**config.mk**
```make
export PLATFORM = sky130hd
export DESIGN_NAME = lehmer_keystream_pixel_cipher
export DESIGN_NICKNAME = d
export VERILOG_FILES = /design/src/lkpc_pkg.sv /design/src/lehmer_keystream_pixel_cipher.sv /design/src/lkpc_front.sv /design/src/lkpc_queue.sv /design/src/lkpc_back.sv
export SDC_FILE = /design/constraint.sdc
export NUM_CORES = 1
export LEC_CHECK = 0
export ABC_AREA = 1
export ABC_CLOCK_PERIOD_IN_PS = 16149
export BUFFER_PORTS_ARGS = -buffer_cell sky130_fd_sc_hd__buf_2
export CAP_MARGIN = 0
export CORE_ASPECT_RATIO = 1.4
export CORE_UTILIZATION = 50
export CTS_CLUSTER_DIAMETER = 60
export DETAILED_ROUTE_END_ITERATION = 6
export PLACE_DENSITY = 0.79
export RECOVER_POWER = 100
export SLEW_MARGIN = 10
export SYNTH_ARGS = -nofsm -noshare
export SYNTH_HDL_FRONTEND = slang
export SYNTH_SLANG_ARGS = --single-unit
```
**constraint.sdc**
```tcl
create_clock -name clk_i -period 16.15 [get_ports clk_i]
set_input_delay 1.615 -clock clk_i [delete_from_list [all_inputs] [get_ports clk_i]]
set_output_delay 1.615 -clock clk_i [all_outputs]
set_load 0.01 [all_outputs]
```
**src/lkpc_pkg.sv**
```systemverilog
// ----------------------------------------------------------------------------
// Lehmer keystream pixel cipher package
// Shared constants, register indexes and types for the cipher block.
// ----------------------------------------------------------------------------
package lkpc_pkg;

  localparam int unsigned GenWidth   = 31;
  localparam int unsigned PixWidth   = 8;
  localparam int unsigned MultWidth  = 15;
  localparam int unsigned ProdWidth  = GenWidth + MultWidth;

  localparam logic [GenWidth-1:0]  LcgMod  = 31'h7FFF_FFFF;
  localparam logic [MultWidth-1:0] LcgMult = 15'd16807;

  // Remainder unit: four dividend bits per step, a zero bit and the 31
  // generator bits, then 8 pixel bits.
  localparam int unsigned BitsPerStep = 4;
  localparam int unsigned DivBits     = 40;
  localparam int unsigned DivSteps    = DivBits / BitsPerStep;
  localparam int unsigned KeySteps    = 32 / BitsPerStep;
  localparam int unsigned StepWidth   = 4;

  localparam int unsigned QueueDepth  = 2;
  localparam int unsigned QueuePtrW   = 1;

  localparam int unsigned AddrWidth   = 4;
  localparam int unsigned DataWidth   = 32;

  typedef enum logic [1:0] {
    RegSeedKey    = 2'd0,
    RegPixelMax   = 2'd1,
    RegCipherMode = 2'd2
  } reg_idx_e;

  typedef enum logic {
    ModeEncode = 1'b0,
    ModeDecode = 1'b1
  } cipher_mode_e;

  typedef struct packed {
    logic [GenWidth-1:0] gen_value;
    logic [PixWidth-1:0] pixel;
  } lkpc_item_t;

  typedef struct packed {
    logic [PixWidth-1:0] pixel_max;
    cipher_mode_e        mode;
  } lkpc_cfg_t;

endpackage

```
**src/lehmer_keystream_pixel_cipher.sv**
```systemverilog
// ----------------------------------------------------------------------------
// Lehmer keystream pixel cipher
// A shared remainder unit reduces 40 bits four at a time between a load
// step and a finish step, and takes a new pixel only after the last one.
// The generator stage runs ahead through a two-entry queue. Reset clears
// the generator, empties the queue and the output stage and sets the
// configuration registers to their reset values.
// ----------------------------------------------------------------------------
module lehmer_keystream_pixel_cipher import lkpc_pkg::*; (
  input  logic                 clk_i,
  input  logic                 rst_ni,
  input  logic                 psel,
  input  logic                 penable,
  input  logic                 pwrite,
  input  logic [AddrWidth-1:0] paddr,
  input  logic [DataWidth-1:0] pwdata,
  output logic [DataWidth-1:0] prdata,
  output logic                 pready,
  input  logic                 push,
  output logic                 full,
  input  logic [PixWidth-1:0]  pixel_in_i,
  input  logic                 first_of_image_i,
  output logic                 empty,
  input  logic                 pop,
  output logic [PixWidth-1:0]  pixel_out_o
);

  logic [GenWidth-1:0] seed_key_q;
  logic [PixWidth-1:0] pixel_max_q;
  cipher_mode_e        cipher_mode_q;
  logic                wr_en;
  reg_idx_e            reg_idx;
  lkpc_cfg_t           cfg;

  logic                q_push;
  lkpc_item_t          q_wr_item;
  logic                q_full;
  logic                q_pop;
  lkpc_item_t          q_rd_item;
  logic                q_empty;

  assign pready  = 1'b1;
  assign wr_en   = psel && penable && pwrite && pready;
  assign reg_idx = reg_idx_e'(paddr[AddrWidth-1:2]);

  always_ff @(posedge clk_i or negedge rst_ni) begin
    if (!rst_ni) begin
      seed_key_q    <= '0;
      pixel_max_q   <= '1;
      cipher_mode_q <= ModeEncode;
    end else if (wr_en) begin
      case (reg_idx)
        RegSeedKey:    seed_key_q    <= pwdata[GenWidth-1:0];
        RegPixelMax:   pixel_max_q   <= pwdata[PixWidth-1:0];
        RegCipherMode: cipher_mode_q <= cipher_mode_e'(pwdata[0]);
        default: ;
      endcase
    end
  end

  always_comb begin
    case (reg_idx)
      RegSeedKey:    prdata = {{(DataWidth-GenWidth){1'b0}}, seed_key_q};
      RegPixelMax:   prdata = {{(DataWidth-PixWidth){1'b0}}, pixel_max_q};
      RegCipherMode: prdata = {{(DataWidth-1){1'b0}}, cipher_mode_q};
      default:       prdata = '0;
    endcase
  end

  assign cfg.pixel_max = pixel_max_q;
  assign cfg.mode      = cipher_mode_q;

  lkpc_front u_front (
    .clk_i            (clk_i),
    .rst_ni           (rst_ni),
    .push             (push),
    .full             (full),
    .pixel_in_i       (pixel_in_i),
    .first_of_image_i (first_of_image_i),
    .seed_key_i       (seed_key_q),
    .q_push_o         (q_push),
    .q_item_o         (q_wr_item),
    .q_full_i         (q_full)
  );

  lkpc_queue u_queue (
    .clk_i   (clk_i),
    .rst_ni  (rst_ni),
    .push_i  (q_push),
    .item_i  (q_wr_item),
    .full_o  (q_full),
    .pop_i   (q_pop),
    .item_o  (q_rd_item),
    .empty_o (q_empty)
  );

  lkpc_back u_back (
    .clk_i       (clk_i),
    .rst_ni      (rst_ni),
    .cfg_i       (cfg),
    .q_item_i    (q_rd_item),
    .q_empty_i   (q_empty),
    .q_pop_o     (q_pop),
    .empty       (empty),
    .pop         (pop),
    .pixel_out_o (pixel_out_o)
  );

endmodule

```
**src/lkpc_front.sv**
```systemverilog
// ----------------------------------------------------------------------------
// Lehmer keystream front end
// Accepts pixels, reloads and advances the Park-Miller generator and hands
// each generator value with its pixel to the work queue.
// ----------------------------------------------------------------------------
module lkpc_front import lkpc_pkg::*; (
  input  logic                clk_i,
  input  logic                rst_ni,
  input  logic                push,
  output logic                full,
  input  logic [PixWidth-1:0] pixel_in_i,
  input  logic                first_of_image_i,
  input  logic [GenWidth-1:0] seed_key_i,
  output logic                q_push_o,
  output lkpc_item_t          q_item_o,
  input  logic                q_full_i
);

  typedef enum logic {
    FrIdle,
    FrMul
  } front_state_e;

  front_state_e         state_q;
  logic [GenWidth-1:0]  gen_q;
  logic [ProdWidth-1:0] product_q;
  logic [PixWidth-1:0]  pixel_q;

  logic [GenWidth-1:0]  operand;
  logic [ProdWidth-1:0] product_d;
  logic [GenWidth:0]    fold;
  logic [GenWidth-1:0]  reduced;
  logic                 accept;

  assign full     = (state_q != FrIdle);
  assign accept   = push && !full;
  assign operand  = first_of_image_i ? seed_key_i : gen_q;
  assign product_d = {{MultWidth{1'b0}}, operand} * {{GenWidth{1'b0}}, LcgMult};

  // 2^31 is congruent to 1 modulo 2^31 - 1, so the high part folds onto the low.
  assign fold    = {1'b0, product_q[GenWidth-1:0]}
                 + {{(GenWidth+1-MultWidth){1'b0}}, product_q[ProdWidth-1:GenWidth]};
  assign reduced = (fold >= {1'b0, LcgMod}) ? GenWidth'(fold - {1'b0, LcgMod})
                                            : fold[GenWidth-1:0];

  assign q_push_o           = (state_q == FrMul) && !q_full_i;
  assign q_item_o.gen_value = reduced;
  assign q_item_o.pixel     = pixel_q;

  always_ff @(posedge clk_i or negedge rst_ni) begin
    if (!rst_ni) begin
      state_q <= FrIdle;
      gen_q   <= '0;
    end else begin
      case (state_q)
        FrIdle: begin
          if (accept) begin
            state_q <= FrMul;
          end
        end
        FrMul: begin
          if (!q_full_i) begin
            gen_q   <= reduced;
            state_q <= FrIdle;
          end
        end
        default: state_q <= FrIdle;
      endcase
    end
  end

  always_ff @(posedge clk_i) begin
    if (accept) begin
      product_q <= product_d;
      pixel_q   <= pixel_in_i;
    end
  end

endmodule

```
**src/lkpc_queue.sv**
```systemverilog
// ----------------------------------------------------------------------------
// Lehmer keystream work queue
// Short first-in first-out queue between the front end and the remainder unit.
// ----------------------------------------------------------------------------
module lkpc_queue import lkpc_pkg::*; (
  input  logic       clk_i,
  input  logic       rst_ni,
  input  logic       push_i,
  input  lkpc_item_t item_i,
  output logic       full_o,
  input  logic       pop_i,
  output lkpc_item_t item_o,
  output logic       empty_o
);

  lkpc_item_t             mem_q [QueueDepth];
  logic [QueuePtrW-1:0]   wr_ptr_q;
  logic [QueuePtrW-1:0]   rd_ptr_q;
  logic [QueuePtrW:0]     count_q;
  logic                   do_push;
  logic                   do_pop;

  assign full_o  = (count_q == (QueuePtrW+1)'(QueueDepth));
  assign empty_o = (count_q == '0);
  assign do_push = push_i && !full_o;
  assign do_pop  = pop_i && !empty_o;
  assign item_o  = mem_q[rd_ptr_q];

  always_ff @(posedge clk_i or negedge rst_ni) begin
    if (!rst_ni) begin
      wr_ptr_q <= '0;
      rd_ptr_q <= '0;
      count_q  <= '0;
    end else begin
      if (do_push) begin
        wr_ptr_q <= wr_ptr_q + 1'b1;
      end
      if (do_pop) begin
        rd_ptr_q <= rd_ptr_q + 1'b1;
      end
      if (do_push && !do_pop) begin
        count_q <= count_q + 1'b1;
      end else if (do_pop && !do_push) begin
        count_q <= count_q - 1'b1;
      end
    end
  end

  always_ff @(posedge clk_i) begin
    if (do_push) begin
      mem_q[wr_ptr_q] <= item_i;
    end
  end

endmodule

```
**src/lkpc_back.sv**
```systemverilog
// ----------------------------------------------------------------------------
// Lehmer keystream back end
// Reduces the generator value and the pixel modulo pixel_max + 1 four bits
// per cycle, combines them and holds the result for transfer.
// ----------------------------------------------------------------------------
module lkpc_back import lkpc_pkg::*; (
  input  logic                clk_i,
  input  logic                rst_ni,
  input  lkpc_cfg_t           cfg_i,
  input  lkpc_item_t          q_item_i,
  input  logic                q_empty_i,
  output logic                q_pop_o,
  output logic                empty,
  input  logic                pop,
  output logic [PixWidth-1:0] pixel_out_o
);

  typedef enum logic [1:0] {
    BkIdle,
    BkDiv,
    BkDone
  } back_state_e;

  back_state_e           state_q;
  logic [StepWidth-1:0]  step_q;
  logic [DivBits-1:0]    shift_q;
  logic [PixWidth-1:0]   rem_q;
  logic [PixWidth-1:0]   key_q;
  logic                  out_valid_q;
  logic                  out_valid_d;
  logic [PixWidth-1:0]   pixel_out_q;

  logic [PixWidth:0]     modulus;
  logic [PixWidth-1:0]   rem_next;
  logic [PixWidth:0]     sum;
  logic [PixWidth:0]     sum_red;
  logic                  out_free;

  function automatic logic [PixWidth-1:0] div_steps(
    input logic [PixWidth-1:0]    rem,
    input logic [BitsPerStep-1:0] bits,
    input logic [PixWidth:0]      m
  );
    logic [PixWidth:0] t;
    logic [PixWidth:0] r;
    r = {1'b0, rem};
    for (int i = BitsPerStep - 1; i >= 0; i--) begin
      t = {r[PixWidth-1:0], bits[i]};
      r = (t >= m) ? (t - m) : t;
    end
    return r[PixWidth-1:0];
  endfunction

  assign modulus  = {1'b0, cfg_i.pixel_max} + 1'b1;
  assign rem_next = div_steps(rem_q, shift_q[DivBits-1 -: BitsPerStep], modulus);

  always_comb begin
    if (cfg_i.mode == ModeDecode) begin
      sum = {1'b0, rem_q} + modulus - {1'b0, key_q};
    end else begin
      sum = {1'b0, rem_q} + {1'b0, key_q};
    end
    sum_red = (sum >= modulus) ? (sum - modulus) : sum;
  end

  assign out_free    = !out_valid_q || pop;
  assign q_pop_o     = (state_q == BkIdle) && !q_empty_i;
  assign empty       = !out_valid_q;
  assign pixel_out_o = pixel_out_q;

  always_comb begin
    out_valid_d = out_valid_q;
    if (pop && out_valid_q) begin
      out_valid_d = 1'b0;
    end
    if ((state_q == BkDone) && out_free) begin
      out_valid_d = 1'b1;
    end
  end

  always_ff @(posedge clk_i or negedge rst_ni) begin
    if (!rst_ni) begin
      state_q     <= BkIdle;
      step_q      <= '0;
      out_valid_q <= 1'b0;
    end else begin
      out_valid_q <= out_valid_d;
      case (state_q)
        BkIdle: begin
          if (!q_empty_i) begin
            step_q  <= '0;
            state_q <= BkDiv;
          end
        end
        BkDiv: begin
          step_q <= step_q + 1'b1;
          if (step_q == StepWidth'(DivSteps - 1)) begin
            state_q <= BkDone;
          end
        end
        BkDone: begin
          if (out_free) begin
            state_q <= BkIdle;
          end
        end
        default: state_q <= BkIdle;
      endcase
    end
  end

  always_ff @(posedge clk_i) begin
    case (state_q)
      BkIdle: begin
        shift_q <= {1'b0, q_item_i.gen_value, q_item_i.pixel};
        rem_q   <= '0;
      end
      BkDiv: begin
        shift_q <= shift_q << BitsPerStep;
        if (step_q == StepWidth'(KeySteps - 1)) begin
          key_q <= rem_next;
          rem_q <= '0;
        end else begin
          rem_q <= rem_next;
        end
      end
      BkDone: begin
        if (out_free) begin
          pixel_out_q <= sum_red[PixWidth-1:0];
        end
      end
      default: ;
    endcase
  end

`ifndef SYNTHESIS
  assert property (@(posedge clk_i) disable iff (!rst_ni)
    (state_q == BkDiv) |-> ({1'b0, rem_q} < modulus))
    else $error("Partial remainder is not below the modulus.");

  assert property (@(posedge clk_i) disable iff (!rst_ni)
    (state_q == BkDone) |-> ({1'b0, key_q} < modulus && {1'b0, rem_q} < modulus))
    else $error("Key or reduced pixel is not below the modulus.");

  assert property (@(posedge clk_i) disable iff (!rst_ni)
    (state_q == BkDiv && step_q == StepWidth'(DivSteps - 1)) |=> (state_q == BkDone))
    else $error("Remainder unit did not finish after the last step.");

  assert property (@(posedge clk_i) disable iff (!rst_ni)
    (state_q == BkDiv) |-> (step_q < StepWidth'(DivSteps)))
    else $error("Remainder step counter ran past the last step.");
`endif

endmodule

```
# == Word-level counts from Yosys, hierarchy flattened ==
# Memory sizes are Yosys's and may differ from the RTL's.
# Cells that the tools add are included.
# word_totals
reg_bits,201
ramBits,78
inputBits,52
out_inout_bits,43
wordCells,112
mem_count,1
# op_classes
addsub,16
n_mul,1
n_lt_le_gt_ge,6
n_eq_ne,10
muxes,27
bitwise,2
n_reduce_logical,32
# memory_table
name,words,word_bits,rd,rd_ports_with_merged_regs,write_ports,line_no,source
u_queue.mem_q,2,39,1,0,1,lkpc_queue.sv:16,lkpc_item_t mem_q [QueueDepth];
# op_table
operator,n
$pmux W31 S3,1
$pmux W40 S2,1
$mux W31,2
$mux W8,6
$mul A31 B15 Y46 const B,1
$ge A9 B9 Y1,5
$sub A8 B8 Y8,5
$add A31 B15 Y32,1
$ge A32 B31 Y1 const B,1
$sub A31 B31 Y31 const B,1
$pmux W8 S2,1
$reduce_and A2 Y1,7
$logic_and A1 B1 Y1,11
$mux W2,5
$add A8 B1 Y9 const B,1
$add A8 B8 Y9,1
$add A8 B9 Y9,1
$mux W9,1
$sub A9 B8 Y9,1
$pmux W4 S2,1
$eq A2 B2 Y1 const B,3
$logic_not A1 Y1,6
$logic_not A2 Y1,3
$mux W1,6
16 further kinds,22

# == Longest topological paths before layout ==
# Gate-level depths: netlist (run 1).
# depth
word_depth,11
ltp_mapped,49
mapped_depth_nobuf,48

# == Modules after synthesis ==
# From an unflattened synthesis (run 1), not the netlist that was laid out.
# hier_totals
hier_cells,3266
hier_area_um2,25983.7
# by_module_without_submodules
mod,instances,cells_per_inst,area_per_inst_um2,seq_area_each_um2
lkpc_front,1,1866,14117.3,2422.3
lkpc_back,1,905,6791.5,2097.0
lkpc_queue,1,236,3070.4,2442.3
lehmer_keystream_pixel_cipher,1,259,2004.4,1011.0

# == Worst setup path before layout (run 1) ==
# OpenSTA, ideal clock, no wires.
# synth_path
path_kind,input to register
start,in first_of_image_i
end,reg u_front.product_q[43] (data pin)
setup_ps,287
arrival_ps,7885
t_required_ps,15863
path_slack_ps,7979
stages,35
n_path_buf,3
path_cell_list,clkbuf_1 -> clkbuf_1 -> clkbuf_1 -> nand2_1 -> o21ai_0 -> fa_1 -> inv_1 -> ha_1 -> fa_1 -> ha_1 -> inv_1 -> fa_1 -> inv_1 -> fa_1 -> ha_1 -> nand2_1 -> o21ai_0 -> a21oi_1 -> nor2_1 -> nor2_1 -> o21bai_1 -> a21oi_1 -> o21bai_1 -> nand2_1 -> a21oi_1 -> nand3_1 -> nand2_1 -> nand3_1 -> nand2_1 -> a21boi_0 -> o21ai_0 -> nand2_1 -> nand2_1 -> a21oi_1 -> xor2_1
# synth_via
elab_chain_cells,2
# synth_lines
item,line_no,source
from (decl),lehmer_keystream_pixel_cipher.sv:22,"input logic first_of_image_i,"
$mux W31,lkpc_front.sv:37,assign operand = first_of_image_i ? seed_key_i : gen_q;
$mul A31 B15 Y46,lkpc_front.sv:38,"assign product_d = {{MultWidth{1'b0}}, operand} * {{GenWidth{1'b0}}, LcgMult};"
via u_front.product_d[43],lkpc_front.sv:30,logic [ProdWidth-1:0] product_d;
to (signal assigned),lkpc_front.sv:74,product_q <= product_d;
to (decl),lkpc_front.sv:26,logic [ProdWidth-1:0] product_q;
# The timed path passes the listed nets, and every way through them passes these cells.
# A chain may end at the register's enable or synchronous reset.

# == Worst setup path after layout (run 1) ==
# layout_path
start,in first_of_image_i
end,reg u_front.product_q[44] (data pin)
# The elaborated chain is that of the path after synthesis.

==> results.py, run 1 <==
metrics = {
    "timing": {
        "period_minus_slack_ns": 10.23,
        "finalClockSkew_ns": 0.0277,
        "hold_ws_ns": 0.453,
        "slew_violations": 503,
        "max_freq_mhz": 97.8,
        "fin_crit_sh_pct": 63.3,
        "slew_headroom_pct": -165,
        "hold_viol": 0,
        "grt_setup_unrepaired": "false",
        "worst_slew_pin_slew_ns": 3.98,
        "fin_setup_tns_ns": 0,
        "setup_viol": 0,
    },
    "synthesis": {
        "synthArstFlopShare_pct": 29.7,
        "netlist_area_mm2": 0.0226,
        "ys_warn_count": 0,
        "yosysMostFrequentCell": "nand2_1",
        "avgSynthCellArea_um2": 9.05,
        "synth_top_area_share_pct": 26.0,
        "synth_flop_cell": "edfxtp_1",
        "synthTopCellsByArea": "edfxtp_1 (26%), ha_1 (14%), fa_1 (13%)",
        "synth-seq-cells": 279,
        "synthTopCellsByCount": "nand2_1 (453), inv_1 (393), ha_1 (257)",
        "syn_inst": 2498,
        "syn_nets": 2951,
        "seq_area_frac_synth_pct": 35.3,
        "yosysUniqueCellTypes": 57,
        "synth-edff-count": 196,
        "yosysTopAreaCell": "edfxtp_1",
    },
    "clocking": {
        "ctsResizeCount": 0,
        "cts_tree": "done",
        "numCtsBuffers": 26,
        "clk_pin_slew_ns": 0.07,
        "htreeDepth": 1,
        "cts-root-buf": "clkbuf_16",
        "cts_setup_buffers": 0,
        "ctsLongestPathBuffers": 3,
        "cts.hold.buffers_added": 0,
        "clk_latency_ns": 0.57,
        "clock-sinks": 279,
    },
    "placed_design": {
        "port_buffers": 89,
        "dpl.cell_count": 3117,
        "place.gp.congestion": 0.982,
        "hpwl_um": 46500,
    },
    "grt": {
        "grt_pass1_vias": 18280,
        "grt_pass1_wl_um": 93400,
        "overflow": 0,
        "grt_max_degree": 71,
        "grt_usage_pct": 26.1,
        "antenna_found_initial": 2,
    },
    "die": {
        "io_pins": 95,
        "die_h_um": 254,
        "core_region_area_mm2": 0.0443,
        "die_w_um": 182,
        "initial_utilization_pct": 51.0,
        "rows": 91,
        "dieArea_mm2": 0.0461,
    },
    "finish": {
        "num-fill-cells": 3870,
        "area_growth_pct": 8.65,
        "nNetsFinal": 3041,
        "fin_util_pct": 55.4,
        "stdcell_count": 3167,
        "drive_gt1_share_pct": 6.02,
    },
    "worst_setup_path": {
        "r2r_cells": 43,
        "crit_fanout": 62,
        "critPathRequiredTime_ns": 16.46,
        "end_kind": "flip-flop",
        "start_kind": "input port",
        "critPathKind": "in -> reg",
        "arrival_ns": 10.53,
    },
    "run": {
        "drv_cap": 11,
    },
    "min_path": {
        "hp-class": "reg -> reg",
        "worstHoldPathCells": 0,
    },
    "detailed_routing": {
        "drc_errors": 0,
        "wl_um": 59000,
        "ant_nets": 0,
        "wl_per_cell_um": 18.6,
        "drt_iter0_markers": 1228,
        "drtPass1Iterations": 7,
        "vias": 17523,
        "vias_per_cell": 5.53,
    },
    "outcome": {
        "status": "complete, but fails checks",
        "violations": "capacitance limit, slew limit",
    },
}
## area by class of cell
cell class,count,area [um^2],area share [%]
diodes,1,2.50,0.0102
clock buffers,33,738,3.01
clock inverters,15,274,1.12
inverters,400,1500,6.12
multi-input cells,1773,12900,52.5
flip-flops and latches,279,7970,32.5
well taps,558,698,2.84
repair buffers,108,487,1.98
## critical path: stages
cell and delay (ns):
buf_2 0.07, clkbuf_1 1.72, o21ai_0 0.94, fa_1 0.75, inv_1 0.04, ha_1 0.27, inv_1 0.05, fa_1 0.52
fa_1 0.44, fa_1 0.55, inv_1 0.06, fa_1 0.47, ha_1 0.37, nand2_1 0.11, nor3_1 0.14, nand2_1 0.07
o211ai_1 0.14, a21oi_1 0.15, o21ai_0 0.48, a21oi_1 0.19, o31ai_1 0.43, nand2_1 0.11, o211ai_1 0.15, nand2_1 0.08
nand2_1 0.16, nand4_1 0.11, o21ai_0 0.14, xor2_1 0.11
## sequential cells by signal (all words and copies together), names as in the netlist
| register | count |
|---|---|
| cipher_mode_q | 1 |
| pixel_max_q | 8 |
| seed_key_q | 31 |
| u_back.key_q | 8 |
| u_back.out_valid_q | 1 |
| u_back.pixel_out_o | 8 |
| u_back.rem_q | 8 |
| u_back.shift_q | 40 |
| u_back.state_q | 2 |
| u_back.step_q | 4 |
| u_front.full | 1 |
| u_front.gen_q | 31 |
| u_front.pixel_q | 8 |
| u_front.product_q | 46 |
| u_queue.count_q | 2 |
| u_queue.mem_q | 78 |
| u_queue.rd_ptr_q | 1 |
| u_queue.wr_ptr_q | 1 |
## per-layer routing
metal	global-route usage (%)	wire, um	part of all wire (%)	up-vias
li1	-	-	-	8375
met1	28.6	21700	37	8449
met2	48.8	31100	53	541
met3	2.44	2530	4.3	158
met4	15.6	3620	6.1	0
met5	0	0	0	-
## metrics by stage
| stage | setup WS, ns | cell area, um^2 |
|---|---|---|
| floorplan | 7.98 | 22600 |
| global placement | 7.06 | 23700 |
| detailed placement | 6.97 | 23700 |
| CTS | 7.55 | 24700 |
| global route | 5.16 | 24600 |
| finish | 5.92 | 24600 |
## kinds of logic after synthesis
logic type,count (synthesis),share of synthesized area (%)
buffers and inverters,446,7.46
adder cells (fa/ha/maj),401,27.0
AND/OR/NAND/NOR,884,16.9
AO/OA/AOI/OAI,375,9.00
other,2,0.0332
flip-flops,279,35.3
XOR/XNOR,111,4.30
## cells in the final DEF (no fill, tap or decap), types with 75 or more instances in the layout
| cell | count |
|---|---|
| nand2_1 | 455 |
| inv_1 | 393 |
| ha_1 | 257 |
| nor2_1 | 224 |
| edfxtp_1 | 196 |
| a21oi_1 | 190 |
| fa_1 | 144 |
| o21ai_0 | 117 |
| nand3_1 | 98 |
| xor2_1 | 83 |
| dfrtp_1 | 75 |
## final timing paths
check / slack [ns] / start / endpoint
max: 5.92 / first_of_image_i / u_front.product_q[44]
min: 0.45 / u_front.pixel_q[5] / u_queue.mem_q[1][5]
max reg2reg: 6.25 / pixel_max_q[1] / u_back.rem_q[0]
min reg2reg: 0.45 / u_front.pixel_q[5] / u_queue.mem_q[1][5]
max in group asynchronous: 10.72 / rst_ni / seed_key_q[20]
min in group asynchronous: 1.13 / rst_ni / u_front.gen_q[4]
Power of run 1 is left out: the tool's default activity adds up to more than one toggle a clock period on the data nets, which glitch-free logic cannot reach.
==> run 2: changes to the inputs <==
--- a/config.mk
+++ b/config.mk
@@ -6,14 +6,14 @@
 export NUM_CORES = 1
 export LEC_CHECK = 0
 export ABC_AREA = 1
-export ABC_CLOCK_PERIOD_IN_PS = 16149
+export ABC_CLOCK_PERIOD_IN_PS = 9300
 export BUFFER_PORTS_ARGS = -buffer_cell sky130_fd_sc_hd__buf_2
 export CAP_MARGIN = 0
 export CORE_ASPECT_RATIO = 1.4
 export CORE_UTILIZATION = 50
 export CTS_CLUSTER_DIAMETER = 60
 export DETAILED_ROUTE_END_ITERATION = 6
-export PLACE_DENSITY = 0.79
+export PLACE_DENSITY = 0.81
 export RECOVER_POWER = 100
 export SLEW_MARGIN = 10
 export SYNTH_ARGS = -nofsm -noshare
==> constraint.sdc (replaced) <==
create_clock -name clk_i -period 9.3 [get_ports clk_i]
set_input_delay 0.93 -clock clk_i [delete_from_list [all_inputs] [get_ports clk_i]]
set_output_delay 0.93 -clock clk_i [all_outputs]
set_load 0.01 [all_outputs]
==> run 2 against run 1 <==
  * The run still ends with capacitance limit, slew limit left
  * Worst setup slack worse by 5.1 ns
  * Register-to-register slack worse by 5.5 ns
  * Final area fell by 0.12%
  * Sequential share of layout area barely moved
  * Hold slack got worse by 0.17 ns
  * Count of clock-buffer cells in the layout shrank 3
  * Flip-flop and latch count stayed put
  * Wire length fell by 0.66%
==> results.py, run 2 (synthesis gave the netlist of run 1 again) <==
metrics = {
    "timing": {
        "fin_setup_tns_ns": 0,
        "worst_slew_pin_slew_ns": 4.18,
        "setup_viol": 0,
        "grt_setup_unrepaired": "false",
        "finalClockSkew_ns": 0.0204,
        "hold_ws_ns": 0.280,
        "hold_viol": 0,
        "fin_crit_sh_pct": 91.6,
        "slew_headroom_pct": -179,
        "slew_violations": 455,
        "period_minus_slack_ns": 8.52,
        "max_freq_mhz": 117,
    },
    "worst_setup_path": {
        "slowest_stage": "clkbuf_1",
        "crit_start": "first_of_image_i",
        "crit_fanout": 35,
        "critPathRequiredTime_ns": 9.61,
        "critPathKind": "in -> reg",
        "rr_startpoint": "pixel_max_q[0]",
        "critPathMaxStageDelay_ns": 1.00,
        "end_kind": "flip-flop",
        "cp_common_cell": "nand2_1",
        "arrival_ns": 8.83,
        "start_kind": "input port",
    },
    "finish": {
        "reg.largest.list": "u_queue.mem_q: 78 flops, u_front.product_q: 46 flops, u_back.shift_q: 40 flops",
        "final_cell_mix": "nand2_1 (453), inv_1 (394), ha_1 (257), nor2_1 (222), edfxtp_1 (196)",
        "layout_commonest_cell": "nand2_1",
        "antennaDiodeCount": 0,
        "area_growth_pct": 8.52,
        "largest-register": "u_queue.mem_q",
        "nNetsFinal": 3044,
        "stdcell_count": 3168,
        "largest_reg_flops": 78,
        "drive_gt1_share_pct": 6.48,
    },
    "placed_design": {
        "port_buffers": 89,
        "place.gp.congestion": 0.992,
        "hpwl_um": 46800,
        "dpl.cell_count": 3122,
    },
    "clocking": {
        "cts_tree": "done",
        "clk_latency_ns": 0.56,
        "numCtsBuffers": 25,
        "cts-root-buf": "clkbuf_16",
        "ctsResizeCount": 0,
        "clk_pin_slew_ns": 0.07,
        "cts_setup_buffers": 0,
        "htreeDepth": 1,
        "cts.hold.buffers_added": 0,
        "ctsLongestPathBuffers": 3,
        "clock-sinks": 279,
    },
    "run": {
        "drv_cap": 9,
    },
    "grt": {
        "grtUsageMet2_pct": 47.8,
        "use_met1_pct": 28.7,
        "grt_pass1_vias": 17978,
        "grt_usage_pct": 26.1,
        "antenna_found_initial": 0,
        "top_usage_layer": "met2",
        "grt_max_degree": 78,
        "grt_pass1_wl_um": 93000,
        "overflow": 0,
        "grt_util_met3_pct": 2.72,
    },
    "outcome": {
        "violations": "capacitance limit, slew limit",
        "status": "complete, but fails checks",
    },
    "detailed_routing": {
        "wl_um": 58600,
        "drc_errors": 0,
        "drt_iter0_markers": 1341,
        "vias": 17447,
        "vias_per_cell": 5.51,
        "ant_nets": 0,
        "drtPass1Iterations": 6,
        "wl_per_cell_um": 18.5,
    },
    "die": {
        "die_w_um": 182,
        "core_region_area_mm2": 0.0443,
        "rows": 91,
        "dieArea_mm2": 0.0461,
        "initial_utilization_pct": 51.0,
        "die_h_um": 254,
        "io_pins": 95,
    },
    "min_path": {
        "hp-class": "in -> async",
    },
}
-- run 2: per-layer routing --
layer	up-vias	share of wire, %
met3	167	4.9
li1	8383	-
met1	8346	36
met2	551	51
met5	-	0
met4	0	7.2
-- run 2: through the flow --
| step | setup WS (ns) | area (um^2) | util [%] |
|---|---|---|---|
| after floorplan | 1.81 | 22600 | - |
| after global placement | 1.14 | 23800 | 53.6 |
| after detailed placement | 0.990 | 23800 | 53.6 |
| after CTS | 0.941 | 24600 | 55.6 |
| after global routing | 0.0475 | 24500 | 55.4 |
| final | 0.785 | 24500 | 55.4 |
-- run 2: worst paths after layout --
path                            depth (start not counted)               endpoint  slack [ns]
worst max-delay path                                   35  u_front.product_q[39]        0.78
worst min-delay path                                    1       u_back.step_q[2]        0.28
worst max register to register                         46        u_back.rem_q[5]        0.80
worst min register to register                          0    u_queue.mem_q[1][1]        0.45
max in group asynchronous                               2         seed_key_q[11]        4.66
min in group clk_i                                      0    u_queue.mem_q[1][1]        0.45
-- run 2: worst max-delay path: cells and delay by family --
kind	cells	cell delay, ns
adder cells (fa/ha/maj)	7	2.74
buffers and inverters	5	2.03
XOR/XNOR	1	0.07
AO/OA/AOI/OAI	9	1.69
AND/OR/NAND/NOR	13	1.33
-- run 2: cell type report --
class                   count  area, um^2
multi-input cells        1773       13000
clock buffers              30         674
clock inverters            16         200
inverters                 400        1500
well taps                 558         698
repair buffers            112         520
fillers                  3838       19800
flip-flops and latches    279        7970
Power of run 2 is left out for the same reason.
==> run 3: changes to the inputs <==
--- a/config.mk
+++ b/config.mk
@@ -6,7 +6,7 @@
 export NUM_CORES = 1
 export LEC_CHECK = 0
 export ABC_AREA = 1
-export ABC_CLOCK_PERIOD_IN_PS = 9300
+export ABC_CLOCK_PERIOD_IN_PS = 7400
 export BUFFER_PORTS_ARGS = -buffer_cell sky130_fd_sc_hd__buf_2
 export CAP_MARGIN = 0
 export CORE_ASPECT_RATIO = 1.4
==> constraint.sdc (replaced) <==
create_clock -name clk_i -period 7.4 [get_ports clk_i]
set_input_delay 0.74 -clock clk_i [delete_from_list [all_inputs] [get_ports clk_i]]
set_output_delay 0.74 -clock clk_i [all_outputs]
set_load 0.01 [all_outputs]
==> run 3 against run 2 <==
  * The run still ends with capacitance limit, slew limit left
  * Wire length grew 2.7%
  * Worst setup slack lost 0.37 ns
  * Count of clock-buffer cells in the layout grew 7
==> results.py, run 3 (synthesis gave the netlist of run 1 again) <==
metrics = {
    "finish": {
        "drive_gt1_share_pct": 10.3,
        "area_growth_pct": 12.3,
        "nNetsFinal": 3141,
        "num-fill-cells": 3798,
        "final_cell_mix": "nand2_1 (449), inv_1 (393), ha_1 (251), nor2_1 (223), edfxtp_1 (196)",
        "reg.largest.list": "u_queue.mem_q: 78 flops, u_front.product_q: 46 flops, u_back.shift_q: 40 flops",
        "finish.instance_area_mm2": 0.0254,
        "multi_input_area_mm2": 0.0131,
        "regArea_mm2": 0.00797,
        "largest-register": "u_queue.mem_q",
        "largest_reg_flops": 78,
        "layout_commonest_cell": "nand2_1",
    },
    "worst_setup_path": {
        "arrival_ns": 7.29,
        "start_kind": "flip-flop",
        "critPathKind": "reg -> reg",
        "critPathMaxStageDelay_ns": 0.60,
        "r2r_cells": 51,
        "slowest_stage": "dfstp_2",
        "r2r-end": "u_back.rem_q[5]",
        "rr_startpoint": "pixel_max_q[1]",
        "cp_common_cell": "nand2_1",
        "critPathRequiredTime_ns": 7.70,
        "crit_fanout": 9,
        "rrSetupSlack_ns": 0.41,
        "end_kind": "flip-flop",
    },
    "clocking": {
        "cts.hold.buffers_added": 0,
        "cts_tree": "done",
        "htreeDepth": 1,
        "numCtsBuffers": 26,
        "ctsLongestPathBuffers": 3,
        "cts-root-buf": "clkbuf_16",
        "clock-sinks": 279,
        "clk_latency_ns": 0.57,
        "clk_pin_slew_ns": 0.07,
    },
    "detailed_routing": {
        "drtPass1Iterations": 6,
        "wl_um": 60200,
        "wl_per_cell_um": 18.4,
        "vias_per_cell": 5.49,
        "ant_nets": 0,
        "vias": 17949,
        "drt_iter0_markers": 1287,
        "drc_errors": 0,
    },
    "timing": {
        "hold_ws_ns": 0.343,
        "hold_viol": 0,
        "period_minus_slack_ns": 6.99,
        "slew_headroom_pct": -130,
        "setup_viol": 0,
        "max_freq_mhz": 143,
        "slew_violations": 422,
        "fin_ws_ns": 0.415,
        "fin_crit_sh_pct": 94.4,
        "worst_slew_pin_slew_ns": 3.43,
        "finalClockSkew_ns": 0.0124,
    },
    "placed_design": {
        "port_buffers": 89,
        "place.gp.congestion": 0.967,
        "postPlaceCellArea_mm2": 0.0245,
        "hpwl_um": 48100,
        "pre_cts_ws_ns": -0.0910,
    },
    "grt": {
        "grt_max_degree": 63,
        "grt_pass1_vias": 18423,
        "antenna_found_initial": 0,
        "grt_pass1_wl_um": 93500,
        "overflow": 0,
        "grt_usage_pct": 26.3,
    },
    "outcome": {
        "status": "complete, but fails checks",
        "violations": "capacitance limit, slew limit",
    },
    "die": {
        "die_h_um": 254,
        "rows": 91,
        "initial_utilization_pct": 51.0,
        "io_pins": 95,
        "dieArea_mm2": 0.0461,
        "core_region_area_mm2": 0.0443,
        "die_w_um": 182,
    },
    "min_path": {
        "worst_hold_path.endpoint": "u_front.pixel_q[7]",
        "worstHoldStart": "pixel_in_i[7]",
        "hp-class": "in -> reg",
        "worstHoldPathCells": 1,
    },
    "run": {
        "drv_cap": 9,
    },
}
run 3: cell count changes in the layout (fill, tap and decap cells not counted), sizes merged:
cell      change
bufinv        -3
diode         +1
buf          +90
clkinvlp      +1
inv           -3
clkbuf       +13
run 3: how the worst max path moves through the flow:
stage,from,to,slack [ns],cells after the start
5_1_grt,pixel_max_q[1],u_back.rem_q[5],-0.06,51
3_3_place_gp,pixel_max_q[0],u_back.key_q[7],0.06,43
2_1_floorplan,first_of_image_i,u_front.product_q[43],0.10,35
3_5_place_dp,first_of_image_i,u_front.product_q[39],-0.09,32
4_1_cts,pixel_max_q[0],u_back.key_q[7],0.03,45
6_report,pixel_max_q[1],u_back.rem_q[5],0.41,51
run 3: cell type report:
class	count	area share, %
Antenna cell	1	0.00986
Clock buffer	37	3.01
Clock inverter	11	0.385
Inverter	400	5.93
Multi-Input combinational cell	1773	51.5
Sequential cell	279	31.4
Tap cell	558	2.75
Timing Repair Buffer	208	5.00
run 3: routing by layer:
metal / up-vias / GRT usage [%] / part of all wire (%)
li1: 8581 / - / -
met1: 8590 / 28.8 / 37
met2: 586 / 48.6 / 51
met3: 192 / 1.89 / 4.2
met4: 0 / 17.7 / 7.5
met5: - / 0 / 0
run 3: worst max-delay path, delay by kind of cell (launching register included):
| family | cells | cell delay [ns] |
|---|---|---|
| buffers and inverters | 9 | 1.11 |
| AOI/OAI and AO/OA | 3 | 0.51 |
| and+or+nand+nor | 33 | 3.16 |
| xor gates and xnor gates | 1 | 0.16 |
| DFF | 1 | 0.60 |
| adders and majority gates | 5 | 1.20 |
run 3: per-stage QoR:
step / utilization [%] / std cells / setup TNS, ns
2_1_floorplan: - / 2498 / 0
3_3_place_gp: 55.3 / 3212 / 0
3_5_place_dp: 55.3 / 3212 / -0.368
4_1_cts: 57.2 / 3260 / 0
5_1_grt: 57.3 / 3266 / -0.234
6_report: 57.3 / 3267 / 0
run 3: timing repair:
action	CTS	global route
buffers inserted	0	5
endpoints found under the hold margin	0	0
gates resized for setup	1	29
endpoints found under the setup margin	1	17
pin swaps	0	10
Power of run 3 is left out for the same reason.
